==> src/design/kcalc_pkg.sv <==
package kcalc_pkg;

  // Sequencer phase: which part of the expression the next key fills
  typedef enum logic [2:0] {
    PH_X_TENS,
    PH_X_ONES,
    PH_OPER,
    PH_Y_TENS,
    PH_Y_ONES
  } phase_t;

  // Controller states
  typedef enum logic [2:0] {
    S_IDLE,
    S_DECODE,
    S_CALC,
    S_DIV,
    S_OUT
  } ctrl_state_t;

  typedef logic [3:0] key_code_t;

  // Operator keys and digit limit
  localparam key_code_t KEY_ADD     = 4'hA;
  localparam key_code_t KEY_SUB     = 4'hB;
  localparam key_code_t KEY_MUL     = 4'hC;
  localparam key_code_t KEY_DIV     = 4'hD;
  localparam key_code_t DIGIT_LIMIT = 4'd10;

  // LED progress marks
  localparam logic [7:0] LED_X_DONE  = 8'h01;
  localparam logic [7:0] LED_OP_DONE = 8'h03;

  // Restoring divider: one quotient bit per cycle over an 8-bit dividend
  localparam int DIV_STEPS = 8;
  localparam int DIV_CNT_W = $clog2(DIV_STEPS);

  // Key map by column, then row 0..3
  localparam key_code_t KEY_MAP [4][4] = '{
    '{4'hD, 4'hC, 4'hB, 4'hA},
    '{4'hF, 4'h9, 4'h6, 4'h3},
    '{4'h0, 4'h8, 4'h5, 4'h2},
    '{4'hE, 4'h7, 4'h4, 4'h1}
  };

  typedef struct packed {
    logic      valid;
    key_code_t code;
  } key_dec_t;

  // Controller to datapath
  typedef struct packed {
    logic load_in;
    logic step;
    logic calc;
    logic div_step;
    logic load_out;
  } kcalc_cmd_t;

  // Datapath to controller
  typedef struct packed {
    logic finish;
    logic div_start;
    logic div_last;
  } kcalc_status_t;

  // Decode one scan snapshot; the lowest matching column wins
  function automatic key_dec_t decode_key(input logic [15:0] m);
    key_dec_t   d;
    logic [3:0] nib;
    logic [1:0] row;
    logic       hit;
    d = '0;
    for (int col = 3; col >= 0; col--) begin
      nib = m[col*4 +: 4];
      hit = 1'b1;
      unique case (nib)
        4'b0001: row = 2'd0;
        4'b0010: row = 2'd1;
        4'b0100: row = 2'd2;
        4'b1000: row = 2'd3;
        default: begin
          row = 2'd0;
          hit = 1'b0;
        end
      endcase
      if (hit) begin
        d.valid = 1'b1;
        d.code  = KEY_MAP[col][row];
      end
    end
    return d;
  endfunction

endpackage

==> src/design/kcalc_if.sv <==
// Keypad snapshot channel
interface kcalc_key_if;
  logic        valid;
  logic        ready;
  logic [15:0] key_matrix;

  modport source (output valid, output key_matrix, input ready);
  modport sink   (input valid, input key_matrix, output ready);
endinterface

// Result channel
interface kcalc_res_if;
  logic       valid;
  logic       ready;
  logic [7:0] led_pattern;
  logic       key_valid;
  logic [3:0] key_code;
  logic       result_ready;

  modport source (output valid, output led_pattern, output key_valid, output key_code,
                  output result_ready, input ready);
  modport sink   (input valid, input led_pattern, input key_valid, input key_code,
                  input result_ready, output ready);
endinterface

==> src/design/kcalc_ctrl.sv <==
module kcalc_ctrl (
  input  logic                    clk,
  input  logic                    rst,
  input  logic                    in_valid,
  output logic                    in_ready,
  output logic                    out_valid,
  input  logic                    out_ready,
  input  kcalc_pkg::kcalc_status_t st,
  output kcalc_pkg::kcalc_cmd_t    cmd
);

  kcalc_pkg::ctrl_state_t state;
  kcalc_pkg::ctrl_state_t state_next;

  // State register
  always_ff @(posedge clk) begin
    if (rst) begin
      state <= kcalc_pkg::S_IDLE;
    end else begin
      state <= state_next;
    end
  end

  // Next state and commands
  always_comb begin
    state_next = state;
    cmd        = '0;
    in_ready   = 1'b0;
    unique case (state)
      kcalc_pkg::S_IDLE: begin
        in_ready = 1'b1;
        if (in_valid) begin
          cmd.load_in = 1'b1;
          state_next  = kcalc_pkg::S_DECODE;
        end
      end
      kcalc_pkg::S_DECODE: begin
        cmd.step   = 1'b1;
        state_next = st.finish ? kcalc_pkg::S_CALC : kcalc_pkg::S_OUT;
      end
      kcalc_pkg::S_CALC: begin
        cmd.calc   = 1'b1;
        state_next = st.div_start ? kcalc_pkg::S_DIV : kcalc_pkg::S_OUT;
      end
      kcalc_pkg::S_DIV: begin
        cmd.div_step = 1'b1;
        if (st.div_last) begin
          state_next = kcalc_pkg::S_OUT;
        end
      end
      kcalc_pkg::S_OUT: begin
        if (!out_valid || out_ready) begin
          cmd.load_out = 1'b1;
          state_next   = kcalc_pkg::S_IDLE;
        end
      end
      default: state_next = kcalc_pkg::S_IDLE;
    endcase
  end

  // Output register occupancy: set on load, drop on transfer
  always_ff @(posedge clk) begin
    if (rst) begin
      out_valid <= 1'b0;
    end else if (cmd.load_out) begin
      out_valid <= 1'b1;
    end else if (out_ready) begin
      out_valid <= 1'b0;
    end
  end

  a_no_overwrite: assert property (@(posedge clk) disable iff (rst)
    cmd.load_out |-> (!out_valid || out_ready))
    else $error("output register overwritten while holding a result");

  a_accept_decode: assert property (@(posedge clk) disable iff (rst)
    (in_valid && in_ready) |=> (state == kcalc_pkg::S_DECODE))
    else $error("accepted snapshot not decoded next cycle");

endmodule

==> src/design/kcalc_dp.sv <==
module kcalc_dp (
  input  logic                     clk,
  input  logic                     rst,
  input  kcalc_pkg::kcalc_cmd_t    cmd,
  output kcalc_pkg::kcalc_status_t st,
  input  logic [15:0]              key_matrix,
  output logic [7:0]               led_pattern,
  output logic                     key_valid,
  output logic [3:0]               key_code,
  output logic                     result_ready
);

  logic [15:0]                     matrix_q;
  kcalc_pkg::phase_t               phase;
  logic [6:0]                      operand_x;
  kcalc_pkg::key_code_t            operator_key;
  kcalc_pkg::key_code_t            operand_y_tens;
  logic [6:0]                      operand_y;
  logic [7:0]                      led_hold;
  logic                            kv;
  kcalc_pkg::key_code_t            kc;
  logic                            rdy;
  logic [7:0]                      div_rem;
  logic [7:0]                      div_quo;
  logic [kcalc_pkg::DIV_CNT_W-1:0] div_cnt;

  kcalc_pkg::key_dec_t dec;
  logic                digit;
  logic [6:0]          code_times_ten;
  logic [6:0]          ytens_times_ten;
  logic [6:0]          y_full;
  logic [13:0]         product;
  logic [7:0]          arith_result;
  logic [7:0]          div_shift;
  logic                div_ge;
  logic [7:0]          div_rem_next;
  logic [7:0]          div_quo_next;

  // Decode the held snapshot and form the operand arithmetic
  always_comb begin
    dec             = kcalc_pkg::decode_key(matrix_q);
    digit           = dec.valid && (dec.code < kcalc_pkg::DIGIT_LIMIT);
    code_times_ten  = ({3'b0, dec.code} << 3) + ({3'b0, dec.code} << 1);
    ytens_times_ten = ({3'b0, operand_y_tens} << 3) + ({3'b0, operand_y_tens} << 1);
    y_full          = ytens_times_ten + {3'b0, dec.code};
    product         = operand_x * operand_y;
    unique case (operator_key)
      kcalc_pkg::KEY_ADD: arith_result = {1'b0, operand_x} + {1'b0, operand_y};
      kcalc_pkg::KEY_SUB: arith_result = {1'b0, operand_x} - {1'b0, operand_y};
      kcalc_pkg::KEY_MUL: arith_result = product[7:0];
      default:            arith_result = 8'h00;
    endcase
  end

  // One restoring divide step
  always_comb begin
    div_shift    = {div_rem[6:0], div_quo[7]};
    div_ge       = div_shift >= {1'b0, operand_y};
    div_rem_next = div_ge ? (div_shift - {1'b0, operand_y}) : div_shift;
    div_quo_next = {div_quo[6:0], div_ge};
  end

  // Status to the controller
  always_comb begin
    st.finish    = (phase == kcalc_pkg::PH_Y_ONES) && digit;
    st.div_start = (operator_key == kcalc_pkg::KEY_DIV) && (operand_y != 7'd0);
    st.div_last  = (div_cnt == '0);
  end

  // Capture the snapshot on transfer
  always_ff @(posedge clk) begin
    if (cmd.load_in) begin
      matrix_q <= key_matrix;
    end
  end

  // Sequencer state and LED value
  always_ff @(posedge clk) begin
    if (rst) begin
      phase          <= kcalc_pkg::PH_X_TENS;
      operand_x      <= '0;
      operator_key   <= '0;
      operand_y_tens <= '0;
      led_hold       <= '0;
    end else if (cmd.step) begin
      if (dec.valid) begin
        unique case (phase)
          kcalc_pkg::PH_X_ONES: begin
            if (digit) begin
              operand_x <= operand_x + {3'b0, dec.code};
              led_hold  <= kcalc_pkg::LED_X_DONE;
              phase     <= kcalc_pkg::PH_OPER;
            end
          end
          kcalc_pkg::PH_OPER: begin
            if (!digit) begin
              operator_key <= dec.code;
              led_hold     <= kcalc_pkg::LED_OP_DONE;
              phase        <= kcalc_pkg::PH_Y_TENS;
            end
          end
          kcalc_pkg::PH_Y_TENS: begin
            if (digit) begin
              operand_y_tens <= dec.code;
              phase          <= kcalc_pkg::PH_Y_ONES;
            end
          end
          kcalc_pkg::PH_Y_ONES: begin
            if (digit) begin
              phase <= kcalc_pkg::PH_X_TENS;
            end
          end
          default: begin
            if (digit) begin
              operand_x <= code_times_ten;
              phase     <= kcalc_pkg::PH_X_ONES;
            end
          end
        endcase
      end
    end else if (cmd.calc) begin
      if (!st.div_start) begin
        led_hold <= arith_result;
      end
    end else if (cmd.div_step && st.div_last) begin
      led_hold <= div_quo_next;
    end
  end

  // Per-item flags and the Y operand
  always_ff @(posedge clk) begin
    if (cmd.step) begin
      kv        <= dec.valid;
      kc        <= dec.code;
      rdy       <= st.finish;
      operand_y <= y_full;
    end
  end

  // Divider registers
  always_ff @(posedge clk) begin
    if (cmd.calc) begin
      div_rem <= '0;
      div_quo <= {1'b0, operand_x};
      div_cnt <= kcalc_pkg::DIV_CNT_W'(kcalc_pkg::DIV_STEPS - 1);
    end else if (cmd.div_step) begin
      div_rem <= div_rem_next;
      div_quo <= div_quo_next;
      div_cnt <= div_cnt - 1'b1;
    end
  end

  // Output register
  always_ff @(posedge clk) begin
    if (cmd.load_out) begin
      led_pattern  <= led_hold;
      key_valid    <= kv;
      key_code     <= kc;
      result_ready <= rdy;
    end
  end

  a_finish_restart: assert property (@(posedge clk) disable iff (rst)
    (cmd.step && st.finish) |=> (phase == kcalc_pkg::PH_X_TENS && rdy))
    else $error("completed Y did not restart the sequencer");

  a_no_key_hold: assert property (@(posedge clk) disable iff (rst)
    (cmd.step && !dec.valid) |=> ($stable(phase) && !kv && kc == '0))
    else $error("empty snapshot changed the sequencer");

endmodule

==> src/design/keypad_two_digit_calculator.sv <==
// Two-digit keypad calculator.
// key_in carries one 4x4 keypad scan snapshot per transfer (nibble i = rows read
// with column i driven). Each snapshot gives exactly one item on result_out:
// the LED value after that key, whether a key was decoded, its code, and a
// flag on the key that completed Y and produced a result.
// Each item goes from the input transfer through S_DECODE to S_OUT, which loads
// the result into the output register; when Y completes it also passes S_CALC,
// and a divide by a nonzero Y then runs the 8-step restoring divider in S_DIV.
// The next snapshot can be taken in the cycle after the result is loaded, and
// none is accepted while the previous one is still being worked on.
// The output register frees the input side: a new snapshot is accepted while
// the previous result waits. If the receiver stalls, the finished item holds
// in the controller until the output register drains.
// Synchronous reset clears the sequencer to await the X tens digit, clears X, the
// operator, the Y tens digit and the LED value, and empties the output register.
module keypad_two_digit_calculator (
  input  logic        clk,
  input  logic        rst,
  kcalc_key_if.sink   key_in,
  kcalc_res_if.source result_out
);

  kcalc_pkg::kcalc_cmd_t    cmd;
  kcalc_pkg::kcalc_status_t st;

  kcalc_ctrl u_ctrl (
    .clk       (clk),
    .rst       (rst),
    .in_valid  (key_in.valid),
    .in_ready  (key_in.ready),
    .out_valid (result_out.valid),
    .out_ready (result_out.ready),
    .st        (st),
    .cmd       (cmd)
  );

  kcalc_dp u_dp (
    .clk          (clk),
    .rst          (rst),
    .cmd          (cmd),
    .st           (st),
    .key_matrix   (key_in.key_matrix),
    .led_pattern  (result_out.led_pattern),
    .key_valid    (result_out.key_valid),
    .key_code     (result_out.key_code),
    .result_ready (result_out.result_ready)
  );

endmodule

==> src/flat_wrapper.sv <==
// flat-port wrapper written by rule: the top's interface ports become plain ports
module keypad_two_digit_calculator_flat 
  (clk, rst, key_in_valid, key_in_key_matrix, key_in_ready, result_out_valid, result_out_led_pattern, result_out_key_valid, result_out_key_code, result_out_result_ready, result_out_ready);
  kcalc_key_if key_in_i ();
  kcalc_res_if result_out_i ();
  input  logic clk;
  input  logic rst;
  input wire logic [$bits(key_in_i.valid)-1:0] key_in_valid;
  input wire logic [$bits(key_in_i.key_matrix)-1:0] key_in_key_matrix;
  output wire logic [$bits(key_in_i.ready)-1:0] key_in_ready;
  output wire logic [$bits(result_out_i.valid)-1:0] result_out_valid;
  output wire logic [$bits(result_out_i.led_pattern)-1:0] result_out_led_pattern;
  output wire logic [$bits(result_out_i.key_valid)-1:0] result_out_key_valid;
  output wire logic [$bits(result_out_i.key_code)-1:0] result_out_key_code;
  output wire logic [$bits(result_out_i.result_ready)-1:0] result_out_result_ready;
  input wire logic [$bits(result_out_i.ready)-1:0] result_out_ready;
  assign key_in_i.valid = key_in_valid;
  assign key_in_i.key_matrix = key_in_key_matrix;
  assign key_in_ready = key_in_i.ready;
  assign result_out_valid = result_out_i.valid;
  assign result_out_led_pattern = result_out_i.led_pattern;
  assign result_out_key_valid = result_out_i.key_valid;
  assign result_out_key_code = result_out_i.key_code;
  assign result_out_result_ready = result_out_i.result_ready;
  assign result_out_i.ready = result_out_ready;
  keypad_two_digit_calculator u_core (.clk(clk), .rst(rst), .key_in(key_in_i), .result_out(result_out_i));
endmodule
==> config.mk <==
export PLATFORM = sky130hd
export DESIGN_NAME = keypad_two_digit_calculator_flat
export DESIGN_NICKNAME = d
export VERILOG_FILES = /design/src/design/kcalc_pkg.sv /design/src/design/kcalc_if.sv /design/src/design/kcalc_ctrl.sv /design/src/design/kcalc_dp.sv /design/src/design/keypad_two_digit_calculator.sv /design/src/flat_wrapper.sv
export SDC_FILE = /design/constraint.sdc
export NUM_CORES = 1
export LEC_CHECK = 0
export ABC_CLOCK_PERIOD_IN_PS = 7100
export BUFFER_PORTS_ARGS = -buffer_cell sky130_fd_sc_hd__buf_4
export CORE_ASPECT_RATIO = 0.8
export CORE_MARGIN = 2
export CORE_UTILIZATION = 50
export CTS_BUF_LIST = sky130_fd_sc_hd__clkbuf_8 sky130_fd_sc_hd__clkbuf_16
export CTS_CLUSTER_DIAMETER = 40
export DETAILED_ROUTE_END_ITERATION = 10
export PLACE_DENSITY = 0.68
export RECOVER_POWER = 25
export SLEW_MARGIN = 40
export SYNTH_ARGS = -nofsm -noshare
export SYNTH_HDL_FRONTEND = slang
export SYNTH_SLANG_ARGS = --single-unit
==> constraint.sdc <==
create_clock -name clk -period 7.1 [get_ports clk]
set_input_delay 1.775 -clock clk [delete_from_list [all_inputs] [get_ports clk]]
set_output_delay 1.775 -clock clk [all_outputs]
set_load 0.05 [all_outputs]
==> flow_summary.ini, run 1 <==
[cells_and_area]
post_layout_nonfiller_instances = 817
area_growth_pct = 10.9
drive_above_1_share = 0.111
final_util = 0.561
finalNetCount = 743
nFillCells = 1058
antenna_cells = 0

[placed_design]
dp_hpwl_mm = 10.6
gp_congestion = 0.888
placed_cells = 801
io_buffers = 35

[setup_path]
critPathLaunch = u_core.u_dp.operand_x[2]$_SDFFE_PP0P_
critPathLaunchType = register
crit_arrival_ns = 4.29
worstPathRequired_ns = 7.34
endpoint_kind = register
reg2reg_from = u_core.u_dp.operand_x[2]$_SDFFE_PP0P_
path_max_fanout = 10
critical_path_class = reg -> reg

[synth]
synth_ff_type = edfxtp_1
synthArstFlopShare = 0
synth_edf_count = 49
synth_cell_types = 64
syn_area_per_cell_sq_um = 9.54
syn-cell-area_sq_um = 6090
syn_inst = 638
synth_seq_cells = 90
yosys_warnings = 0
synth_nets = 721
ys_seq_area_frac = 0.377

[global_routing]
overflow = 0
grt_use_met2 = 0.342
grt_first_pass_wirelength_mm = 22.6
grt_antenna_before_repair = 0
grt_max_degree = 29
top_usage_layer = met2
first_global_vias = 4380
grt_use_met3 = 0.0477
track_usage = 0.224
met1_usage = 0.323

[clock_network]
cts_made_buffers = 9
cts_hold_buf = 0
cts_root_buf = clkbuf_16
clock_path_buffers = 2
cts_resized = 0
cts_setup_buffers = 0
htree_levels = 3
cts_tree = yes
cts.sinks = 90
cts.clk_slew.worst_paths_ns = 0.07
insertion_delay_ns = 0.35

[drt]
ant_nets = 0
wirelength_mm = 13.7
drt_first_iter_violations = 383
post_drt_via_cell_ratio = 5.67
drc = 0
firstDrtPassIters = 5
via_count = 4636
wl_per_cell_um = 16.8

[floorplan]
start_util = 0.506
fp.dieW_um = 127
rows = 36
dieArea_sq_um = 13100
core_area_sq_um = 12000
die_y_um = 103
pin_count = 36

[worst_hold_path]
min_from = u_core.u_dp.kc[3]$_DFFE_PP_
hp-class = reg -> reg

[pwr]
power_density_nw_per_um2 = 197
p_leak_nw = 2.80
peakVddDrop_uv = 130

[timing]
report.final.setup_viol = 0
finalSetupTns_ns = 0
slew_viol_final = 0
fin_crit_sh = 0.570
period_needed_ns = 4.05
hold_viol = 0
fmax_mhz = 247
worst_pin_slew_ns = 0.782
relSlewSlack = 0.477
finClkSkew_ns = 0.00961
rsz0062_at_grt = false

[run_status]
status = finished, final reports clean

[flow_run]
cap_violations = 0
report_power, final:
| part | leakage [nW] | switching (mW) | internal (mW) |
|---|---|---|---|
| Combinational | 1.86 | 0.154 | 0.105 |
| Sequential | 0.789 | 0.0311 | 0.573 |
| Clock | 0.153 | 0.199 | 0.269 |
| Total | 2.80 | 0.384 | 0.948 |
flip-flops by register name, indices dropped and copies added, names as in the netlist:
register,count
u_core.u_dp.result_ready,1
u_core.u_ctrl.out_valid,1
u_core.u_dp.div_rem,7
u_core.u_dp.div_cnt,3
u_core.u_dp.kv,1
u_core.u_dp.led_pattern,8
u_core.u_dp.operand_x,7
u_core.u_dp.operator_key,4
u_core.u_dp.div_quo,8
u_core.u_dp.rdy,1
u_core.u_ctrl.state,3
u_core.u_dp.led_hold,8
u_core.u_dp.matrix_q,16
u_core.u_dp.phase,3
u_core.u_dp.operand_y_tens,4
u_core.u_dp.key_valid,1
u_core.u_dp.key_code,4
u_core.u_dp.kc,3
u_core.u_dp.operand_y,7
cells in the final DEF, fill, tap and decap left out, types with 4 or more instances in the layout:
master     count
a211oi_1       9
a21o_1         9
a21oi_1       34
a221oi_1       5
a31oi_1       10
and2_1         9
buf_4         23
clkbuf_16      9
clkbuf_4      16
dfxtp_1       41
edfxtp_1      49
fa_1          18
ha_1          45
inv_1         50
mux2i_1       13
nand2_1       57
nand2b_1      15
nand3_1        6
nor2_1        56
nor2b_1       16
nor3_1        18
nor4_1         4
o21a_1         4
o21ai_0       37
o2bb2ai_1      4
or3_1          5
xnor2_1       26
xor2_1        16
path summary, 6_finish.rpt:
check                                               to  slack, ns  cells after the start
hold reg to reg      u_core.u_dp.key_code[3]$_DFFE_PP_       0.42                      0
setup reg to reg  u_core.u_dp.led_hold[7]$_SDFFE_PP0P_       3.05                     14
setup / recovery  u_core.u_dp.led_hold[7]$_SDFFE_PP0P_       3.05                     14
hold / removal       u_core.u_dp.key_code[3]$_DFFE_PP_       0.42                      0
worst max-delay path, stage by stage (launching register included):
cell and delay, ns:
dfxtp_1 0.52, nand2_1 0.13, fa_1 0.51, inv_1 0.06
fa_1 0.51, fa_1 0.52, fa_1 0.44, xor2_1 0.16
xnor2_1 0.18, xnor2_1 0.15, xnor2_1 0.15, xnor2_1 0.15
xnor2_1 0.08, a221oi_1 0.28, o2bb2ai_1 0.09
layer usage:
metal / vias up / wire (um)
met5: - / 0
met4: 0 / 169
met3: 13 / 1020
met2: 148 / 5900
met1: 2179 / 6630
li1: 2296 / -
synth_stat cells (all sizes together) (4+ instances only):
master	n	area [sq um]
a211oi	10	87.6
a21o	10	82.6
a21oi	36	191
a221oi	5	43.8
a31oi	10	62.6
and2	10	65.1
buf	11	61.3
clkbuf	17	63.8
dfxtp	41	821
edfxtp	49	1470
fa	18	360
ha	45	563
inv	47	176
mux2i	13	130
nand2	57	214
nand2b	15	93.8
nand3	6	30.0
nor2	57	221
nor2b	16	100
nor3	22	126
nor4	4	25.0
nor4b	5	95.1
o21a	4	30.0
o21ai	38	190
o2bb2ai	4	35.0
or3	5	31.3
xnor2	27	244
xor2	16	140
logic make-up after synthesis:
family,after synthesis,share of synthesized area
and+or+nand+nor,210,0.181
DFF,90,0.377
adders and majority gates,63,0.152
AOI/OAI and AO/OA,144,0.157
xor gates and xnor gates,43,0.0631
muxes,13,0.0214
buffers and inverters,75,0.0495
area by class of cell:
| class | count | area [sq um] | area share |
|---|---|---|---|
| Timing Repair Buffer | 39 | 293 | 0.0434 |
| Multi-Input combinational cell | 473 | 3510 | 0.520 |
| Clock inverter | 7 | 63.8 | 0.00946 |
| Tap cell | 152 | 190 | 0.0282 |
| Clock buffer | 9 | 225 | 0.0334 |
| Inverter | 47 | 176 | 0.0261 |
| Sequential cell | 90 | 2290 | 0.340 |
metrics by stage:
| stage | hold WS (ns) | cell area, sq um | power (mW) | setup WS (ns) |
|---|---|---|---|---|
| after global routing | 0.428 | 6750 | 1.40 | 2.77 |
| final | 0.422 | 6750 | 1.33 | 3.05 |
| after global placement | 0.404 | 6440 | 0.864 | 3.17 |
| after CTS | 0.424 | 6740 | 1.34 | 3.06 |
| after detailed placement | 0.409 | 6450 | 0.871 | 3.07 |
| after floorplan | 0.400 | 6090 | 0.806 | 3.22 |
(Power assumes the default switching activity.)
==> run 2: changes to the inputs <==
ABC_CLOCK_PERIOD_IN_PS = 3400   (was 7100)
PLACE_DENSITY = 0.7   (was 0.68)
clock period = 3.4 ns   (was 7.1 ns; I/O delays follow)
==> run 2 against run 1 <==
Net effect:
- the flow now finishes with violations (negative setup slack)
- sequential share of layout area is 3.1 points lower
- fmax up 8.7%
- register-to-register slack worse by 3.4 ns
- total power grew 120%
- global-route usage up 1.9 points
- critical path type unchanged
- largest power group unchanged
==> flow_summary.ini, run 2 (synthesized netlist as in run 1, its figures left out) <==
[run_status]
status = complete, but fails checks
violations = negative setup slack

[clock_network]
cts_made_buffers = 9
cts_hold_buf = 0
cts_tree = yes
cts.sinks = 90
cts.clk_slew.worst_paths_ns = 0.07
htree_levels = 3
cts_root_buf = clkbuf_16
clock_path_buffers = 2
insertion_delay_ns = 0.36

[pwr]
p_leak_nw = 3.15
power_density_nw_per_um2 = 397
peakVddDrop_uv = 289

[floorplan]
fp.dieW_um = 127
die_y_um = 103
core_area_sq_um = 12000
rows = 36
start_util = 0.506
dieArea_sq_um = 13100
pin_count = 36

[drt]
wirelength_mm = 15.3
ant_nets = 0
wl_per_cell_um = 17.3
via_count = 4986
firstDrtPassIters = 5
drt_first_iter_violations = 295
post_drt_via_cell_ratio = 5.62
drc = 0

[cells_and_area]
nFillCells = 1005
largest_reg_flops = 16
final_common_cell = buf_4
finalNetCount = 813
antenna_cells = 0
final_cell_mix = buf_4 (84), nand2_1 (55), nor2_1 (53)
area_growth_pct = 22.3
drive_above_1_share = 0.245
largest-register = u_core.u_dp.matrix_q
final_util = 0.619

[global_routing]
grt_first_pass_wirelength_mm = 24.3
grt_max_degree = 29
first_global_vias = 4846
overflow = 0
track_usage = 0.242
grt_antenna_before_repair = 0

[placed_design]
gp_congestion = 0.920
dp_hpwl_mm = 11.6
pre_cts_slack_ns = -0.325
io_buffers = 35

[worst_hold_path]
hp-class = reg -> reg

[setup_path]
crit_path_top_delay_cell = fa_1
crit_family = adder cells
critical_path_class = reg -> reg
endpoint_kind = register
path_max_fanout = 2
crit_arrival_ns = 3.97
critPathBufInv = 1
critPathMaxStageDelay_ns = 0.55
worstPathRequired_ns = 3.65
critPathLaunchType = register
path_cells = nand2_2 -> fa_1 -> inv_1 -> fa_1 -> fa_1 -> fa_2 -> xor2_1 -> xnor2_1 -> xnor2_1 -> xnor2_1 -> xnor2_1 -> xnor2_1 -> a221oi_1 -> o2bb2ai_1
cp_common_cell = xnor2_1

[timing]
report.final.setup_viol = 4
fmax_mhz = 268
setup_ws_ns = -0.325
rsz0062_at_grt = true
finClkSkew_ns = 0.0113
worst_pin_slew_ns = 0.944
slew_viol_final = 0
hold_viol = 0
period_needed_ns = 3.73
relSlewSlack = 0.371
fin_crit_sh = 1.10

[flow_run]
cap_violations = 0
==> run 2: worst paths after layout <==
| check | startpoint | to | slack (ns) | depth (start not counted) |
|---|---|---|---|---|
| hold reg to reg | u_core.u_dp.kv$_DFFE_PP_ | u_core.u_dp.key_valid$_DFFE_PP_ | 0.42 | 0 |
| setup / recovery | u_core.u_dp.operand_y[6]$_DFFE_PP_ | u_core.u_dp.led_hold[7]$_SDFFE_PP0P_ | -0.33 | 14 |
| setup reg to reg | u_core.u_dp.operand_y[6]$_DFFE_PP_ | u_core.u_dp.led_hold[7]$_SDFFE_PP0P_ | -0.33 | 14 |
| hold / removal | u_core.u_dp.kv$_DFFE_PP_ | u_core.u_dp.key_valid$_DFFE_PP_ | 0.42 | 0 |
==> run 2: area by class of cell <==
type,count,area [sq um],area share
multi-input cells,473,3650,0.490
well taps,152,190,0.0256
clock inverters,7,77.6,0.0104
repair buffers,109,833,0.112
flip-flops and latches,90,2290,0.308
inverters,47,176,0.0237
clock buffers,9,225,0.0303
==> run 2: metal layers <==
layer	track usage	part of all wire	wire, um	up-vias
met4	0.0795	0.014	220	0
met5	0	0	0	-
li1	-	-	-	2437
met3	0.0566	0.056	866	17
met2	0.378	0.44	6810	139
met1	0.337	0.49	7450	2393
==> run 2: worst reg2reg max path, stage by stage, from the launching register on <==
cell and delay (ns):
edfxtp_1 0.36, nand2_2 0.07, fa_1 0.53, inv_1 0.05, fa_1 0.55, fa_1 0.44, fa_2 0.37, xor2_1 0.15
xnor2_1 0.17, xnor2_1 0.15, xnor2_1 0.15, xnor2_1 0.16, xnor2_1 0.08, a221oi_1 0.28, o2bb2ai_1 0.10
==> run 2: repair_timing <==
action	CTS	global route
gates resized for setup	5	41
setup buffers	3	12
setup endpoints to repair	5	10
pin swaps	0	22
==> run 2: power breakdown <==
group          internal, mW  total, mW  switching, mW
combinational         0.304      0.693          0.389
sequential             1.20       1.24         0.0395
clock                 0.576       1.02          0.448
total                  2.08       2.95          0.877
==> run 2: through the flow <==
step | power (mW) | cells | area (sq um) | TNS, ns | hold slack, ns
after floorplan | 1.69 | 638 | 6110 | -0.269 | 0.400
after global placement | 1.88 | 857 | 6880 | -0.726 | 0.405
after detailed placement | 1.89 | 857 | 6880 | -0.963 | 0.408
after CTS | 2.92 | 876 | 7240 | -0.860 | 0.426
after global routing | 3.08 | 887 | 7440 | -1.40 | 0.431
final | 2.95 | 887 | 7440 | -0.794 | 0.423
